### src/hdl/y4mh_pkg.sv
package y4mh_pkg;

    typedef struct packed {
        logic [7:0] data_byte;
        logic       buffer_end;
    } hdr_req_t;

    typedef struct packed {
        logic [1:0]  status;
        logic [15:0] frame_width;
        logic [15:0] frame_height;
        logic [1:0]  pixel_format;
        logic [31:0] rate_numerator;
        logic [31:0] rate_denominator;
        logic [8:0]  header_length;
    } res_req_t;

    typedef struct packed {
        logic [3:0]  phase;
        logic [15:0] width_acc;
        logic [15:0] height_acc;
        logic [31:0] num_acc;
        logic [31:0] den_acc;
        logic [1:0]  format_seen;
        logic [15:0] color_chars;
        logic [1:0]  error_flags;
    } parse_state_t;

    localparam logic [3:0] PH_MAGIC  = 4'd0;
    localparam logic [3:0] PH_SEP    = 4'd1;
    localparam logic [3:0] PH_SKIP   = 4'd2;
    localparam logic [3:0] PH_WIDTH  = 4'd3;
    localparam logic [3:0] PH_HEIGHT = 4'd4;
    localparam logic [3:0] PH_COL0   = 4'd5;
    localparam logic [3:0] PH_COL1   = 4'd6;
    localparam logic [3:0] PH_COL2   = 4'd7;
    localparam logic [3:0] PH_RNUM   = 4'd8;
    localparam logic [3:0] PH_RDEN   = 4'd9;
    localparam logic [3:0] PH_DRAIN  = 4'd10;
    localparam logic [3:0] PH_DONE   = 4'd11;

    localparam logic [1:0] ST_OK        = 2'd0;
    localparam logic [1:0] ST_MALFORMED = 2'd1;
    localparam logic [1:0] ST_COLOR     = 2'd2;

    localparam logic [1:0] FMT_NONE = 2'd0;
    localparam logic [1:0] FMT_420  = 2'd1;
    localparam logic [1:0] FMT_422  = 2'd2;
    localparam logic [1:0] FMT_444  = 2'd3;

    localparam logic [1:0] ERR_MALFORMED = 2'b01;
    localparam logic [1:0] ERR_COLOR     = 2'b10;

    localparam logic [7:0] CH_SPACE   = 8'h20;
    localparam logic [7:0] CH_NEWLINE = 8'h0a;
    localparam logic [7:0] CH_COLON   = 8'h3a;
    localparam logic [7:0] CH_ZERO    = 8'h30;
    localparam logic [7:0] CH_TWO     = 8'h32;
    localparam logic [7:0] CH_FOUR    = 8'h34;
    localparam logic [7:0] CH_NINE    = 8'h39;
    localparam logic [7:0] CH_W       = 8'h57;
    localparam logic [7:0] CH_H       = 8'h48;
    localparam logic [7:0] CH_C       = 8'h43;
    localparam logic [7:0] CH_F       = 8'h46;

    localparam int          MAGIC_LEN        = 9;
    localparam logic [31:0] DEFAULT_RATE_NUM = 32'd30;
    localparam logic [31:0] DEFAULT_RATE_DEN = 32'd1;

    localparam parse_state_t STATE_RESET = '{
        phase:       PH_MAGIC,
        width_acc:   16'd0,
        height_acc:  16'd0,
        num_acc:     32'd0,
        den_acc:     32'd0,
        format_seen: FMT_NONE,
        color_chars: 16'd0,
        error_flags: 2'b00
    };

    function automatic logic [7:0] magic_char(input logic [3:0] idx);
        logic [7:0] c;
        case (idx)
            4'd0:    c = 8'h59;
            4'd1:    c = 8'h55;
            4'd2:    c = 8'h56;
            4'd3:    c = 8'h34;
            4'd4:    c = 8'h4d;
            4'd5:    c = 8'h50;
            4'd6:    c = 8'h45;
            4'd7:    c = 8'h47;
            4'd8:    c = 8'h32;
            default: c = 8'h00;
        endcase
        return c;
    endfunction

endpackage

### src/hdl/y4mh_step.sv
module y4mh_step
    import y4mh_pkg::*;
#(
    parameter int MAX_HEADER_BYTES = 256,
    parameter int POS_W            = $clog2(MAX_HEADER_BYTES + 1)
)
(
    input  hdr_req_t           req,
    input  parse_state_t       st,
    input  logic [POS_W-1:0]   pos,
    output parse_state_t       st_next,
    output logic [POS_W-1:0]   pos_next,
    output res_req_t           res,
    output logic               res_valid
);

    localparam logic [POS_W-1:0] MAX_POS   = POS_W'(MAX_HEADER_BYTES);
    localparam logic [POS_W-1:0] MAGIC_POS = POS_W'(MAGIC_LEN);

    function automatic res_req_t make_result(input parse_state_t s,
                                             input logic [POS_W-1:0] p,
                                             input logic nl_seen);
        res_req_t r;
        r = '0;
        if (!nl_seen || s.error_flags[0]) begin
            r.status = ST_MALFORMED;
        end
        else if (s.error_flags[1]) begin
            r.status = ST_COLOR;
        end
        else if (s.width_acc == 16'd0 || s.height_acc == 16'd0) begin
            r.status = ST_MALFORMED;
        end
        else begin
            r.status        = ST_OK;
            r.frame_width   = s.width_acc;
            r.frame_height  = s.height_acc;
            r.pixel_format  = (s.format_seen == FMT_NONE) ? 2'd0 : s.format_seen - 2'd1;
            r.header_length = 9'(p);
            if (s.num_acc == 32'd0 || s.den_acc == 32'd0) begin
                r.rate_numerator   = DEFAULT_RATE_NUM;
                r.rate_denominator = DEFAULT_RATE_DEN;
            end
            else begin
                r.rate_numerator   = s.num_acc;
                r.rate_denominator = s.den_acc;
            end
        end
        return r;
    endfunction

    logic [7:0]  b;
    logic        nl;
    logic        is_digit;
    logic [3:0]  digit;
    logic [15:0] width_mac;
    logic [15:0] height_mac;
    logic [31:0] num_mac;
    logic [31:0] den_mac;
    logic [3:0]  after_token;
    logic [7:0]  c0;
    logic [7:0]  c1;

    assign b           = req.data_byte;
    assign nl          = (b == CH_NEWLINE);
    assign is_digit    = b inside {[CH_ZERO:CH_NINE]};
    assign digit       = b[3:0];
    assign after_token = (b == CH_SPACE) ? PH_SEP : PH_SKIP;
    assign c0          = st.color_chars[7:0];
    assign c1          = st.color_chars[15:8];

    // x * 10 as (x << 3) + (x << 1)
    assign width_mac  = (st.width_acc << 3) + (st.width_acc << 1) + 16'(digit);
    assign height_mac = (st.height_acc << 3) + (st.height_acc << 1) + 16'(digit);
    assign num_mac    = (st.num_acc << 3) + (st.num_acc << 1) + 32'(digit);
    assign den_mac    = (st.den_acc << 3) + (st.den_acc << 1) + 32'(digit);

    always_comb
    begin
        st_next   = st;
        pos_next  = pos;
        res       = '0;
        res_valid = 1'b0;
        if (st.phase == PH_DONE) begin
            if (req.buffer_end) begin
                st_next  = STATE_RESET;
                pos_next = '0;
            end
        end
        else begin
            // header too long
            if (pos >= MAX_POS) begin
                st_next.error_flags = st_next.error_flags | ERR_MALFORMED;
                st_next.phase       = PH_DRAIN;
            end
            else begin
                pos_next = pos + 1'b1;
            end

            case (st_next.phase)
                PH_MAGIC:
                begin
                    if (pos_next > MAGIC_POS ||
                        b != magic_char(pos_next[3:0] - 4'd1)) begin
                        st_next.error_flags = st_next.error_flags | ERR_MALFORMED;
                        st_next.phase       = PH_DRAIN;
                    end
                    else if (pos_next == MAGIC_POS) begin
                        st_next.phase = PH_SEP;
                    end
                end
                PH_SEP:
                begin
                    if (b == CH_SPACE) begin
                        st_next.phase = PH_SEP;
                    end
                    else if (b == CH_W) begin
                        st_next.width_acc = 16'd0;
                        st_next.phase     = PH_WIDTH;
                    end
                    else if (b == CH_H) begin
                        st_next.height_acc = 16'd0;
                        st_next.phase      = PH_HEIGHT;
                    end
                    else if (b == CH_C) begin
                        st_next.color_chars = 16'd0;
                        st_next.phase       = PH_COL0;
                    end
                    else if (b == CH_F) begin
                        st_next.num_acc = 32'd0;
                        st_next.den_acc = 32'd0;
                        st_next.phase   = PH_RNUM;
                    end
                    else begin
                        st_next.phase = PH_SKIP;
                    end
                end
                PH_SKIP:
                begin
                    if (b == CH_SPACE) begin
                        st_next.phase = PH_SEP;
                    end
                end
                PH_WIDTH:
                begin
                    if (is_digit) begin
                        st_next.width_acc = width_mac;
                    end
                    else begin
                        st_next.phase = after_token;
                    end
                end
                PH_HEIGHT:
                begin
                    if (is_digit) begin
                        st_next.height_acc = height_mac;
                    end
                    else begin
                        st_next.phase = after_token;
                    end
                end
                PH_COL0, PH_COL1:
                begin
                    if (b == CH_SPACE || nl) begin
                        st_next.error_flags = st_next.error_flags | ERR_COLOR;
                        st_next.phase       = PH_SEP;
                    end
                    else if (st_next.phase == PH_COL0) begin
                        st_next.color_chars = {8'd0, b};
                        st_next.phase       = PH_COL1;
                    end
                    else begin
                        st_next.color_chars = {b, st.color_chars[7:0]};
                        st_next.phase       = PH_COL2;
                    end
                end
                PH_COL2:
                begin
                    if (c0 == CH_FOUR && c1 == CH_TWO && b == CH_ZERO) begin
                        st_next.format_seen = FMT_420;
                    end
                    else if (c0 == CH_FOUR && c1 == CH_TWO && b == CH_TWO) begin
                        st_next.format_seen = FMT_422;
                    end
                    else if (c0 == CH_FOUR && c1 == CH_FOUR && b == CH_FOUR) begin
                        st_next.format_seen = FMT_444;
                    end
                    else begin
                        st_next.error_flags = st_next.error_flags | ERR_COLOR;
                    end
                    st_next.phase = after_token;
                end
                PH_RNUM:
                begin
                    if (is_digit) begin
                        st_next.num_acc = num_mac;
                    end
                    else if (b == CH_COLON) begin
                        st_next.phase = PH_RDEN;
                    end
                    else begin
                        st_next.phase = after_token;
                    end
                end
                PH_RDEN:
                begin
                    if (is_digit) begin
                        st_next.den_acc = den_mac;
                    end
                    else begin
                        st_next.phase = after_token;
                    end
                end
                default:
                begin
                    st_next.phase = st_next.phase;
                end
            endcase

            if (nl) begin
                res           = make_result(st_next, pos_next, 1'b1);
                res_valid     = 1'b1;
                st_next.phase = PH_DONE;
            end
            if (req.buffer_end) begin
                if (!nl) begin
                    res = make_result(st_next, pos_next, 1'b0);
                end
                res_valid = 1'b1;
                st_next   = STATE_RESET;
                pos_next  = '0;
            end
        end
    end

endmodule

### src/hdl/y4m_stream_header_parser.sv
// Parses a YUV4MPEG2 stream header arriving one byte per request and reports
// status, frame size, pixel format, frame rate and header length once per
// header, at the newline or at buffer_end if no newline came. A byte is taken
// every cycle: the parse state and all accumulators update in the cycle the
// byte is accepted, and a result leaves from an output register backed by one
// skid entry, so the input stalls only while both of those hold results that
// the downstream side has not taken. Bytes after the newline are ignored until
// buffer_end, which rearms the parser.
module y4m_stream_header_parser
    import y4mh_pkg::*;
#(
    parameter int MAX_HEADER_BYTES = 256
)
(
    input  logic     clk,
    input  logic     rst_n,
    input  logic     hdr_valid,
    output logic     hdr_stall,
    input  hdr_req_t hdr_data,
    output logic     res_valid,
    input  logic     res_stall,
    output res_req_t res_data
);

    localparam int POS_W = $clog2(MAX_HEADER_BYTES + 1);

    parse_state_t     st_reg;
    parse_state_t     st_next;
    logic [POS_W-1:0] pos_reg;
    logic [POS_W-1:0] pos_next;
    res_req_t         step_res;
    logic             step_res_valid;

    logic     out_valid_reg;
    res_req_t out_data_reg;
    logic     skid_valid_reg;
    res_req_t skid_data_reg;

    logic hdr_accept;
    logic out_fire;
    logic produce;

    y4mh_step #(
        .MAX_HEADER_BYTES (MAX_HEADER_BYTES),
        .POS_W            (POS_W)
    ) u_step (
        .req       (hdr_data),
        .st        (st_reg),
        .pos       (pos_reg),
        .st_next   (st_next),
        .pos_next  (pos_next),
        .res       (step_res),
        .res_valid (step_res_valid)
    );

    assign hdr_stall  = skid_valid_reg;
    assign hdr_accept = hdr_valid && !hdr_stall;
    assign out_fire   = out_valid_reg && !res_stall;
    assign produce    = hdr_accept && step_res_valid;
    assign res_valid  = out_valid_reg;
    assign res_data   = out_data_reg;

    always_ff @(posedge clk or negedge rst_n)
    begin
        if (!rst_n) begin
            st_reg  <= STATE_RESET;
            pos_reg <= '0;
        end
        else if (hdr_accept) begin
            st_reg  <= st_next;
            pos_reg <= pos_next;
        end
    end

    // output register plus one skid entry
    always_ff @(posedge clk or negedge rst_n)
    begin
        if (!rst_n) begin
            out_valid_reg  <= 1'b0;
            skid_valid_reg <= 1'b0;
        end
        else if (skid_valid_reg) begin
            if (out_fire) begin
                skid_valid_reg <= 1'b0;
            end
        end
        else if (!out_valid_reg || out_fire) begin
            out_valid_reg <= produce;
        end
        else if (produce) begin
            skid_valid_reg <= 1'b1;
        end
    end

    always_ff @(posedge clk)
    begin
        if (skid_valid_reg) begin
            if (out_fire) begin
                out_data_reg <= skid_data_reg;
            end
        end
        else if (!out_valid_reg || out_fire) begin
            if (produce) begin
                out_data_reg <= step_res;
            end
        end
        else if (produce) begin
            skid_data_reg <= step_res;
        end
    end

endmodule

### config.mk
export PLATFORM = sky130hd
export DESIGN_NAME = y4m_stream_header_parser
export DESIGN_NICKNAME = d
export VERILOG_FILES = /design/src/hdl/y4mh_pkg.sv /design/src/hdl/y4mh_step.sv /design/src/hdl/y4m_stream_header_parser.sv
export SDC_FILE = /design/constraint.sdc
export NUM_CORES = 1
export LEC_CHECK = 0
export BUFFER_PORTS_ARGS = -buffer_cell sky130_fd_sc_hd__buf_2
export CORE_UTILIZATION = 25
export CTS_CLUSTER_DIAMETER = 120
export DETAILED_ROUTE_END_ITERATION = 8
export GPL_TIMING_DRIVEN = 0
export HOLD_SLACK_MARGIN = 0.15
export PLACE_DENSITY_LB_ADDON = 0.1
export SLEW_MARGIN = 25
export SYNTH_ARGS = -nofsm -noshare
export SYNTH_HDL_FRONTEND = slang
export SYNTH_SLANG_ARGS = --single-unit
### constraint.sdc
create_clock -name clk -period 7.15 [get_ports clk]
set_clock_uncertainty 0.1 [all_clocks]
set_input_delay 0.3575 -clock clk [delete_from_list [all_inputs] [get_ports clk]]
set_output_delay 0.3575 -clock clk [all_outputs]
set_load 0.02 [all_outputs]
; Word level (Yosys, flattened, before mapping)
; Memory sizes are Yosys's and may differ from the RTL's.
; Index checks and enable logic that the tools add are counted.
[word_totals]
ramBits = 0
mem_count = 1
latchBits = 0
out_inout_bits = 111
wordCells = 201
mem_bits_ro = 112
inputBits = 13
regBits = 349
[classes]
n_addsub = 11
n_mux = 90
reduce_logical = 34
n_shift = 0
div = 0
magnitude_cmp = 4
n_eq_ne = 33
n_mul = 0
n_bitwise = 2
[memory_table]
columns = name, words, word_bits, rd, rd_ports_with_merged_regs, write_ports, line_no
row1 = (no name shown), 16, 7, 1, 0, 0, y4mh_pkg.sv:83  ; case (idx)
[op_table]
columns = operator, n
row1 = 109-bit 2-to-1 mux, 8
row2 = 120-bit 2-to-1 mux, 3
row3 = 107-bit 2-to-1 mux, 3
row4 = 64-bit 2-to-1 mux, 4
row5 = 16-bit 2-to-1 mux, 12
row6 = 32-bit 2-to-1 mux, 4
row7 = 32-bit case mux with 2 select lines, 2
row8 = 96-bit 2-to-1 mux, 1
row9 = 16-bit case mux with 2 select lines, 3
row10 = 80-bit 2-to-1 mux, 1
row11 = 32-bit adder, 2
row12 = 32-bit by 4-bit adder with 32-bit output, 2
row13 = "8-bit by 6-bit equality test with 1-bit output, second input constant", 8
row14 = 32-bit zero test, 2
row15 = 4-bit 2-to-1 mux, 14
row16 = 9-bit 2-to-1 mux, 5
row17 = 16-bit adder, 2
row18 = 16-bit by 4-bit adder with 16-bit output, 2
row19 = "8-bit by 7-bit equality test with 1-bit output, second input constant", 4
row20 = 16-bit zero test, 2
row21 = 2-bit 2-to-1 mux, 14
row22 = 4-bit case mux with 7 select lines, 1
row23 = "4-bit by 3-bit equality test with 1-bit output, second input constant", 4
row24 = 8-bit 2-to-1 mux, 2
row25 = 34 further kinds, 69

; Depth between registers and ports, before layout
; Gate-level depths: netlist (run 1).
[logic_depth]
depth_word = 21
ltp_mapped = 18

; Modules after synthesis
; Synthesis (run 1) repeated with hierarchy kept, for this count alone.
[hier_totals]
hier_cells = 2178
area_unflattened_um2 = 23013.3
[modules_own_cells]
columns = module, instances, seq_area_each_um2, area_each_um2, cells_per_inst
row1 = y4m_stream_header_parser, 1, 9824.4, 12787.3, 623
row2 = y4mh_step, 1, 0.0, 10226.1, 1555

; Worst setup path before layout (run 1)
; OpenSTA, ideal clock, no wires.
[synth_path]
kind = input to register
from = input port hdr_data[1] in the netlist's numbering
to = register out_data_reg, in the netlist res_data[0], enable pin
arrival_time_ps = 6752
path_stages = 9
path_buffers = 2
required_ps = 6437
path_slack_ps = -315
cell_sequence = clkbuf_1 -> clkbuf_1 -> nor2_1 -> nand2_1 -> nor3_1 -> o21ai_0 -> nor2_1 -> a21oi_1 -> a21oi_1
[synth_between]
elab_chain_cells = 7
[synth_lines]
columns = element, line_no
row1 = from (decl), y4m_stream_header_parser.sv:19  ; input hdr_req_t hdr_data,
row2 = 8-bit by 4-bit equality test with 1-bit output, y4mh_step.sv:65  ; assign nl = (b == CH_NEWLINE);
row3 = 1-bit 2-to-1 mux, y4mh_step.sv:220  ; if (nl) begin
row4 = 1-bit 2-to-1 mux, y4mh_step.sv:225  ; if (req.buffer_end) begin
row5 = 1-bit 2-to-1 mux, y4mh_step.sv:84  ; if (st.phase == PH_DONE) begin
row6 = 1-bit logical AND, y4m_stream_header_parser.sv:59  ; assign produce = hdr_accept && step_res_valid;
row7 = 2-bit nonzero test (no line), -
row8 = 3-bit AND reduction (no line), -
row9 = to (signal assigned), y4m_stream_header_parser.sv:99  ; out_data_reg <= skid_data_reg;
row10 = to (signal assigned), y4m_stream_header_parser.sv:104  ; out_data_reg <= step_res;
row11 = to (decl), y4m_stream_header_parser.sv:35  ; res_req_t out_data_reg;
; No other way between the ends.
; A chain may end at the register's enable or synchronous reset.

; Worst setup path after layout (run 1)
[layout_path]
from = register st_reg[20] in the netlist's numbering
to = register out_data_reg, in the netlist res_data[59] (data pin)
[layout_between]
elab_chain_cells = 20
[layout_lines]
columns = element, line_no
row1 = from (decl), y4m_stream_header_parser.sv:27  ; parse_state_t st_reg;
row2 = from (signal assigned), y4m_stream_header_parser.sv:70  ; st_reg <= st_next;
row3 = "parallel branches: the longest is 5 deep, another holds 32-bit adder", -
row4 = 32-bit case mux with 2 select lines *, y4mh_step.sv:100  ; case (st_next.phase)
row5 = 32-bit 2-to-1 mux *, y4mh_step.sv:84
row6 = 32-bit zero test *, y4mh_step.sv:40  ; if (s.num_acc == 32'd0 || s.den_acc == 32'd0) begin
row7 = 1-bit logical OR *, -
row8 = 64-bit 2-to-1 mux *, y4mh_step.sv:40
row9 = 107-bit 2-to-1 mux *, y4mh_step.sv:31  ; else if (s.width_acc == 16'd0 || s.height_acc == 16'd0) begin
row10 = 107-bit 2-to-1 mux *, y4mh_step.sv:28  ; else if (s.error_flags[1]) begin
row11 = 107-bit 2-to-1 mux *, y4mh_step.sv:25  ; if (!nl_seen || s.error_flags[0]) begin
row12 = 109-bit 2-to-1 mux *, y4mh_step.sv:220
row13 = 109-bit 2-to-1 mux, y4mh_step.sv:226  ; if (!nl) begin
row14 = 109-bit 2-to-1 mux *, y4mh_step.sv:225
row15 = 109-bit 2-to-1 mux *, y4mh_step.sv:84
row16 = 109-bit 2-to-1 mux *, y4m_stream_header_parser.sv:103  ; if (produce) begin
row17 = 109-bit 2-to-1 mux *, y4m_stream_header_parser.sv:102  ; else if (!out_valid_reg || out_fire) begin
row18 = 109-bit 2-to-1 mux *, y4m_stream_header_parser.sv:97  ; if (skid_valid_reg) begin
; Mark *: on every way between the ends. The select of a mux whose other input is x is not followed.

==> results of run 1 <==
==> per-layer routing <==
layer / share of wire (%) / wire length [um]
met4: 2.0 / 1685
met3: 4.3 / 3626
met2: 46 / 38940
met5: 0 / 0
met1: 48 / 40090
==> power groups by stage <==
stage	clock (mW)	combinational, mW	sequential, mW
floorplan	0	0.784	2.72
finish	2.38	1.68	2.49
global placement	0	1.62	2.56
CTS	2.46	1.71	2.49
global route	2.53	1.82	2.51
detailed placement	0	1.69	2.52
==> per-stage QoR <==
step	util, %	cells	hold WS, ns
2_1_floorplan	-	2352	-0.03809
3_3_place_gp	27.62	3637	0.3687
3_5_place_dp	27.92	3647	0.2768
4_1_cts	29.74	3738	0.2256
5_1_grt	29.74	3738	0.2250
6_report	29.74	3738	0.1881
==> logic make-up (layout without fill, tap and decap cells) <==
logic type / after synthesis / count (layout) / synth area share [%]
buffers and inverters: 169 / 390 / 3.198
multiplexers: 17 / 17 / 0.8092
adder cells (fa/ha/maj): 185 / 185 / 10.59
flip-flops: 349 / 349 / 43.82
AO/OA/AOI/OAI: 695 / 695 / 20.35
XOR/XNOR: 75 / 75 / 3.108
AND/OR/NAND/NOR: 862 / 862 / 18.12
==> cells in the final DEF (no fill, tap or decap), types with 27 or more instances in the layout <==
cell and instances:
nand3_1 41, a22o_1 32, o21ai_0 204, clkbuf_16 44, nand4_1 35, clkbuf_1 108, inv_1 37, a21o_1 34
buf_2 134, nor2_1 225, edfxtp_1 218, xor2_1 33, xnor2_1 39, nand2b_1 29, o31ai_1 54, dfrtp_1 131
a22oi_1 47, nor3_1 28, a21oi_1 134, nand2_1 334, nor2b_1 27, ha_1 177
==> worst max-delay path by stage <==
| stage | endpoint | depth (start not counted) |
|---|---|---|
| global placement | res_data[58]$_DFFE_PP_ | 9 |
| finish | res_data[59]$_DFFE_PP_ | 15 |
| detailed placement | res_data[59]$_DFFE_PP_ | 16 |
| global route | res_data[59]$_DFFE_PP_ | 15 |
| floorplan | res_data[0]$_DFFE_PP_ | 9 |
| CTS | res_data[59]$_DFFE_PP_ | 15 |
==> repair_timing <==
| item | 4_1_cts | 5_1_grt |
|---|---|---|
| setup buffers | 0 | 0 |
| resized for setup | 0 | 0 |
| hold buffers | 9 | 0 |
| hold endpoints to repair | 93 | 0 |
==> synthesized netlist by cell type (all sizes together), types with 35 or more instances <==
library cell	instances
nand2	335
o21ai	214
inv	37
edfxtp	218
a22oi	47
ha	177
a21oi	135
nor2	226
nand4	35
nand3	41
dfrtp	131
o31ai	77
clkbuf	99
xnor2	40
==> final cells by class <==
| class | instances | area, um2 |
|---|---|---|
| buffer | 132 | 579.3 |
| clock buffer | 58 | 1194 |
| clock inverter | 24 | 329.1 |
| fill | 9389 | 62280 |
| inverter | 37 | 138.9 |
| multi-input combinational | 1834 | 11900 |
| sequential | 349 | 9824 |
| tap | 1165 | 1458 |
| timing repair buffer | 139 | 939.7 |
==> qor.yml, run 1 <==
outcome:
  status: "finished, violations left"
  violations: "DRC"
route:
  drc: 11
  drt_wl_total_um: 84340
  wl_per_cell_um: 22.56
  detail_route.iter0.violations: 1236
  via_count: 19241
  ant_nets: 0
  first_pass_iters: 7
  via_per_inst: 5.147
logic_synthesis:
  ys_warn_count: 0
  ys.flop_type: "edfxtp_1"
  synth_edf_count: 218
  ys_ff_latch: 349
  async_flop_share_pct: 37.54
  yosysUniqueCellTypes: 87
  synth_cells: 2352
  syn_area_um2: 22420
  avgSynthCellArea_um2: 9.532
  ys_top_cells_by_area: "edfxtp_1 (29%), dfrtp_1 (15%), ha_1 (9.9%)"
  yosysTopAreaCell: "edfxtp_1"
  syn-num-nets: 2550
  seq_area_frac_synth_pct: 43.82
  synth_top_area_share_pct: 29.20
global_route:
  grt_max_degree: 68
  grtUsageTotal_pct: 18.51
  antenna_found_initial: 2
  gr-usage-met1_pct: 25.96
  grt_pass1_wl_um: 127400
  top_usage_layer: "met2"
  met2_usage_pct: 30.15
  grt.overflow.total: 0
  grt_pass1_vias: 19084
  grtUsageMet3_pct: 2.341
timing:
  slew_viol_final: 0
  slew-limit-headroom_pct: 25.63
  rsz0062_at_grt: "false"
  worstMarginPinSlew_ns: 1.106
  finalHoldViolations: 0
  setup_slack_ns: 0.4437
  finalCriticalPeriod_ns: 6.706
  fin_setup_tns_ns: 0
  period_share_pct: 93.80
  finalSetupViolCount: 0
  fmaxAchievable_ghz: 0.1491
clock_network:
  insertion_delay_ns: 0.60
  clk_path_buf_depth: 3
  cts_root_buffer: "clkbuf_16"
  cts_made_buffers: 44
  path_clk_slew_ns: 0.06
  htreeDepth: 2
  cts.sinks: 349
  cts_tree: "done"
final_layout:
  largest_reg_flops: 120
  diodes: 0
  drive_above_1_share_pct: 11.00
  final_area_um2: 26370
  syn2layout_area_growth_pct: 17.60
  nets: 2735
worst_setup_path:
  path_class: "reg2reg"
  worst_setup_path_start_kind: "flop"
  worstPathRequired_ns: 7.36
  worst_ep_arrival_time_ns: 6.92
  rrSetupSlack_ns: 0.44
  r2r-start: "st_reg[20]$_DFFE_PN0P_"
  critical_path.startpoint: "st_reg[20]$_DFFE_PN0P_"
  worstPathCellList: "fa_1, inv_1, fa_1, nand2b_1, a21oi_1, o211ai_1, a2111oi_0, o31ai_1, a32oi_1, and2_1, nand4_1, nand4b_1, nand3b_1, clkbuf_1, o21ai_0"
  critPathMaxFanout: 10
  r2r_end: "res_data[59]$_DFFE_PP_"
  endpoint_kind: "flop"
  cp_slowest_cell: "a2111oi_0"
  reg2reg_depth: 15
  worst_path_largest_cell_delay_ns: 0.95
  crit_family: "compound AO/OA/AOI/OAI gates"
  crit_top_cell: "fa_1"
  path_buf_inv: 2
pwr:
  p_sw_share_pct: 33.82
  p_leak_nw: 10.52
  pwr-share-comb_pct: 25.6
  p_int_mw: 4.329
  peakVddDrop_mv: 0.1618
  p_clk_share_pct: 36.4
  p_sw_mw: 2.212
  pwr-share-seq_pct: 38.0
  finalPower_mw: 6.542
  power_density_nw_per_um2: 248.1
flow_run:
  cap_violations: 0
floorplanning:
  die_x_um: 301.5
  coreArea_um2: 88650
  dieArea_um2: 90880
  fp.dieH_um: 301.5
  initial_core_util_pct: 25.29
  row_count: 109
  io_pins: 124
worst_hold_path:
  hold_path_class: "in2async"
placed_design:
  io_buffers: 120
  place_area_um2: 24750
  dp_worst_setup_slack_ns: 0.2132
  place_congestion: 0.8715
  dp_hpwl_um: 63310
(Power assumes the default switching activity.)
==> run 2: changes to the inputs <==
--- a/config.mk
+++ b/config.mk
@@ -5,12 +5,13 @@
 export SDC_FILE = /design/constraint.sdc
 export NUM_CORES = 1
 export LEC_CHECK = 0
-export BUFFER_PORTS_ARGS = -buffer_cell sky130_fd_sc_hd__buf_2
 export CORE_UTILIZATION = 25
 export CTS_CLUSTER_DIAMETER = 120
 export DETAILED_ROUTE_END_ITERATION = 8
+export DONT_BUFFER_PORTS = 1
 export GPL_TIMING_DRIVEN = 0
 export HOLD_SLACK_MARGIN = 0.15
+export MAX_ROUTING_LAYER = met4
 export PLACE_DENSITY_LB_ADDON = 0.1
 export SLEW_MARGIN = 25
 export SYNTH_ARGS = -nofsm -noshare
==> qor.yml, run 2 (synthesized netlist as in run 1, its figures left out) <==
route:
  detail_route.iter0.violations: 1345  # was 1236
  via_per_inst: 5.223  # was 5.147
  wl_per_cell_um: 23.40  # was 22.56 um
  drc: 20  # was 11
  ant_nets: 0  # unchanged
  drt_wl_total_um: 84810  # was 84340 um
  via_count: 18928  # was 19241
  first_pass_iters: 7  # unchanged
worst_setup_path:
  worst_ep_arrival_time_ns: 6.87  # was 6.92 ns
  r2r_end: "res_data[37]$_DFFE_PP_"  # was res_data[59]$_DFFE_PP_
  endpoint_kind: "flop"  # unchanged
  critPathMaxFanout: 10  # unchanged
  rrSetupSlack_ns: 0.47  # was 0.44 ns
  r2r-start: "pos_reg[8]$_DFFE_PN0P_"  # was st_reg[20]$_DFFE_PN0P_
  worstSetupEndpoint: "res_data[61]$_DFFE_PP_"  # was res_data[59]$_DFFE_PP_
  path_class: "in2reg"  # was reg2reg
  worst_setup_path_start_kind: "primary input"  # was flop
  critical_path.startpoint: "hdr_data[2]"  # was st_reg[20]$_DFFE_PN0P_
  worstPathRequired_ns: 7.34  # was 7.36 ns
  reg2reg_depth: 17  # was 15
clock_network:
  cts_tree: "done"  # unchanged
  htreeDepth: 2  # unchanged
  insertion_delay_ns: 0.62  # was 0.60 ns
  path_clk_slew_ns: 0.06  # about the same
  clk_path_buf_depth: 3  # unchanged
  cts.sinks: 349  # unchanged
  cts_made_buffers: 44  # unchanged
  cts_root_buffer: "clkbuf_16"  # unchanged
pwr:
  p_leak_nw: 10.03  # was 10.52 nW
  peakVddDrop_mv: 0.1594  # was 0.1618 mV
  power_density_nw_per_um2: 248.6  # was 248.1 nW/um2
  p_sw_mw: 2.229  # was 2.212 mW
  pwr-share-comb_pct: 21.4  # was 25.6%
  p_sw_share_pct: 34.75  # was 33.82%
  finalPower_mw: 6.415  # was 6.542 mW
  p_clk_share_pct: 36.5  # was 36.4%
  pwr-share-seq_pct: 42.0  # was 38.0%
  p_int_mw: 4.186  # was 4.329 mW
timing:
  rsz0062_at_grt: "false"  # unchanged
  period_share_pct: 93.50  # was 93.80%
  finalSetupViolCount: 0  # unchanged
  fmaxAchievable_ghz: 0.1496  # was 0.1491 GHz
  slew_viol_final: 0  # unchanged
  setup_slack_ns: 0.4645  # was 0.4437 ns
  slew-limit-headroom_pct: 29.95  # was 25.63%
  worstMarginPinSlew_ns: 1.051  # was 1.106 ns
  finalCriticalPeriod_ns: 6.686  # was 6.706 ns
  finalHoldViolations: 0  # unchanged
placed_design:
  place_area_um2: 24140  # was 24750 um2
  place_congestion: 0.8866  # was 0.8715
  dp_worst_setup_slack_ns: 0.3702  # was 0.2132 ns
  dp_hpwl_um: 62660  # was 63310 um
  io_buffers: 0  # was 120
final_layout:
  syn2layout_area_growth_pct: 15.10  # was 17.60%
  multi_input_area_um2: 11920  # was 11900 um2
  nets: 2619  # was 2735
  drive_above_1_share_pct: 6.963  # was 11.00%
  largest_reg_flops: 120  # unchanged
  final_area_um2: 25810  # was 26370 um2
  fill_cells: 9446  # was 9389
  final_common_cell: "nand2_1"  # unchanged
  seq_area_um2: 9824  # unchanged
  postLayoutCoreUtil_pct: 29.11  # was 29.74%
  layout_common_cells: "nand2_1 (334), nor2_1 (225), edfxtp_1 (218)"  # unchanged
flow_run:
  cap_violations: 0  # unchanged
global_route:
  grt_pass1_vias: 18872  # was 19084
  grt_pass1_wl_um: 126200  # was 127400 um
  grt.overflow.total: 0  # unchanged
  grtUsageTotal_pct: 19.06  # was 18.51%
  grt_max_degree: 132  # was 68
  antenna_found_initial: 5  # was 2
floorplanning:
  dieArea_um2: 90880  # unchanged
  die_x_um: 301.5  # unchanged
  row_count: 109  # unchanged
  fp.dieH_um: 301.5  # unchanged
  io_pins: 124  # unchanged
  initial_core_util_pct: 25.29  # unchanged
  coreArea_um2: 88650  # unchanged
worst_hold_path:
  hold_path_class: "in2reg"  # was in2async
outcome:
  status: "finished, violations left"  # unchanged
  violations: "DRC"  # unchanged
==> run 2: changes by cell type in the layout (fill, tap and decap cells not counted), moves of 2 or more <==
| cell | change |
|---|---|
| clkinvlp_4 | +4 |
| clkbuf_1 | -6 |
| buf_2 | -119 |
| clkbuf_2 | +3 |
| bufinv_16 | -2 |
| dlygate4sd3_1 | +3 |
| diode_2 | +3 |
==> run 2: stage by stage <==
stage,cells,TNS (ns),hold WS (ns)
after global placement,3517,-105.66,-0.02908
after global routing,3622,0,0.1935
after CTS,3621,0,0.1612
after floorplan,2352,0,-0.03809
final,3624,0,0.2125
after detailed placement,3527,0,-0.02993
==> run 2: worst min-delay path by stage <==
| stage | from | to | slack [ns] | depth (start not counted) |
|---|---|---|---|---|
| 5_1_grt | hdr_data[5] | st_reg[6]$_DFFE_PN0P_ | 0.19 | 3 |
| 6_report | hdr_data[5] | st_reg[6]$_DFFE_PN0P_ | 0.21 | 3 |
| 4_1_cts | hdr_data[5] | st_reg[6]$_DFFE_PN0P_ | 0.16 | 3 |
| 2_1_floorplan | rst_n | hdr_stall$_DFF_PN0_ | -0.04 | 0 |
| 3_3_place_gp | rst_n | st_reg[111]$_DFFE_PN0P_ | -0.03 | 0 |
| 3_5_place_dp | rst_n | st_reg[113]$_DFFE_PN0P_ | -0.03 | 0 |
==> run 2: worst max-delay path, stage by stage <==
cell and delay, ns:
dlygate4sd3_1 0.91, ha_1 0.26, ha_1 0.19, inv_1 0.07, fa_1 0.47, nand2b_1 0.18
a21oi_1 0.23, o211ai_1 0.35, a2111oi_1 0.81, o31ai_1 0.17, a32oi_1 0.51, and2_1 0.21
nand4_1 0.16, nand4b_1 0.55, nand3b_1 0.71, clkbuf_1 0.51, o21ai_0 0.21
==> run 2: layer usage <==
layer	wire [um]	vias to the layer above	track usage, %
met5	0	-	-
met2	38130	493	29.11
li1	-	8914	-
met3	4249	123	3.335
met4	2643	0	6.217
met1	39780	9398	25.42
==> run 2: area by class of cell <==
cell class                 count  share of cell area, %
tap                         1165                  5.648
multi-input combinational   1834                  46.20
inverter                      37                 0.5382
timing repair buffer          23                  1.498
buffer                       132                  2.259
antenna                        3                0.02909
clock inverter                27                  1.227
clock buffer                  54                  4.528
sequential                   349                  38.07
==> run 2: timing repair <==
action	CTS	global route
setup buffers	0	0
hold endpoints to repair	190	0
hold buffers	13	0
endpoints found under the setup margin	0	10
gates resized for setup	0	1
==> run 2: power by group through the flow <==
| stage | sequential [mW] | clock, mW | combinational [mW] |
|---|---|---|---|
| 4_1_cts | 2.70 | 2.41 | 1.40 |
| 2_1_floorplan | 2.72 | 0 | 0.784 |
| 5_1_grt | 2.72 | 2.49 | 1.51 |
| 3_3_place_gp | 2.78 | 0 | 1.26 |
| 6_report | 2.70 | 2.34 | 1.38 |
| 3_5_place_dp | 2.74 | 0 | 1.36 |
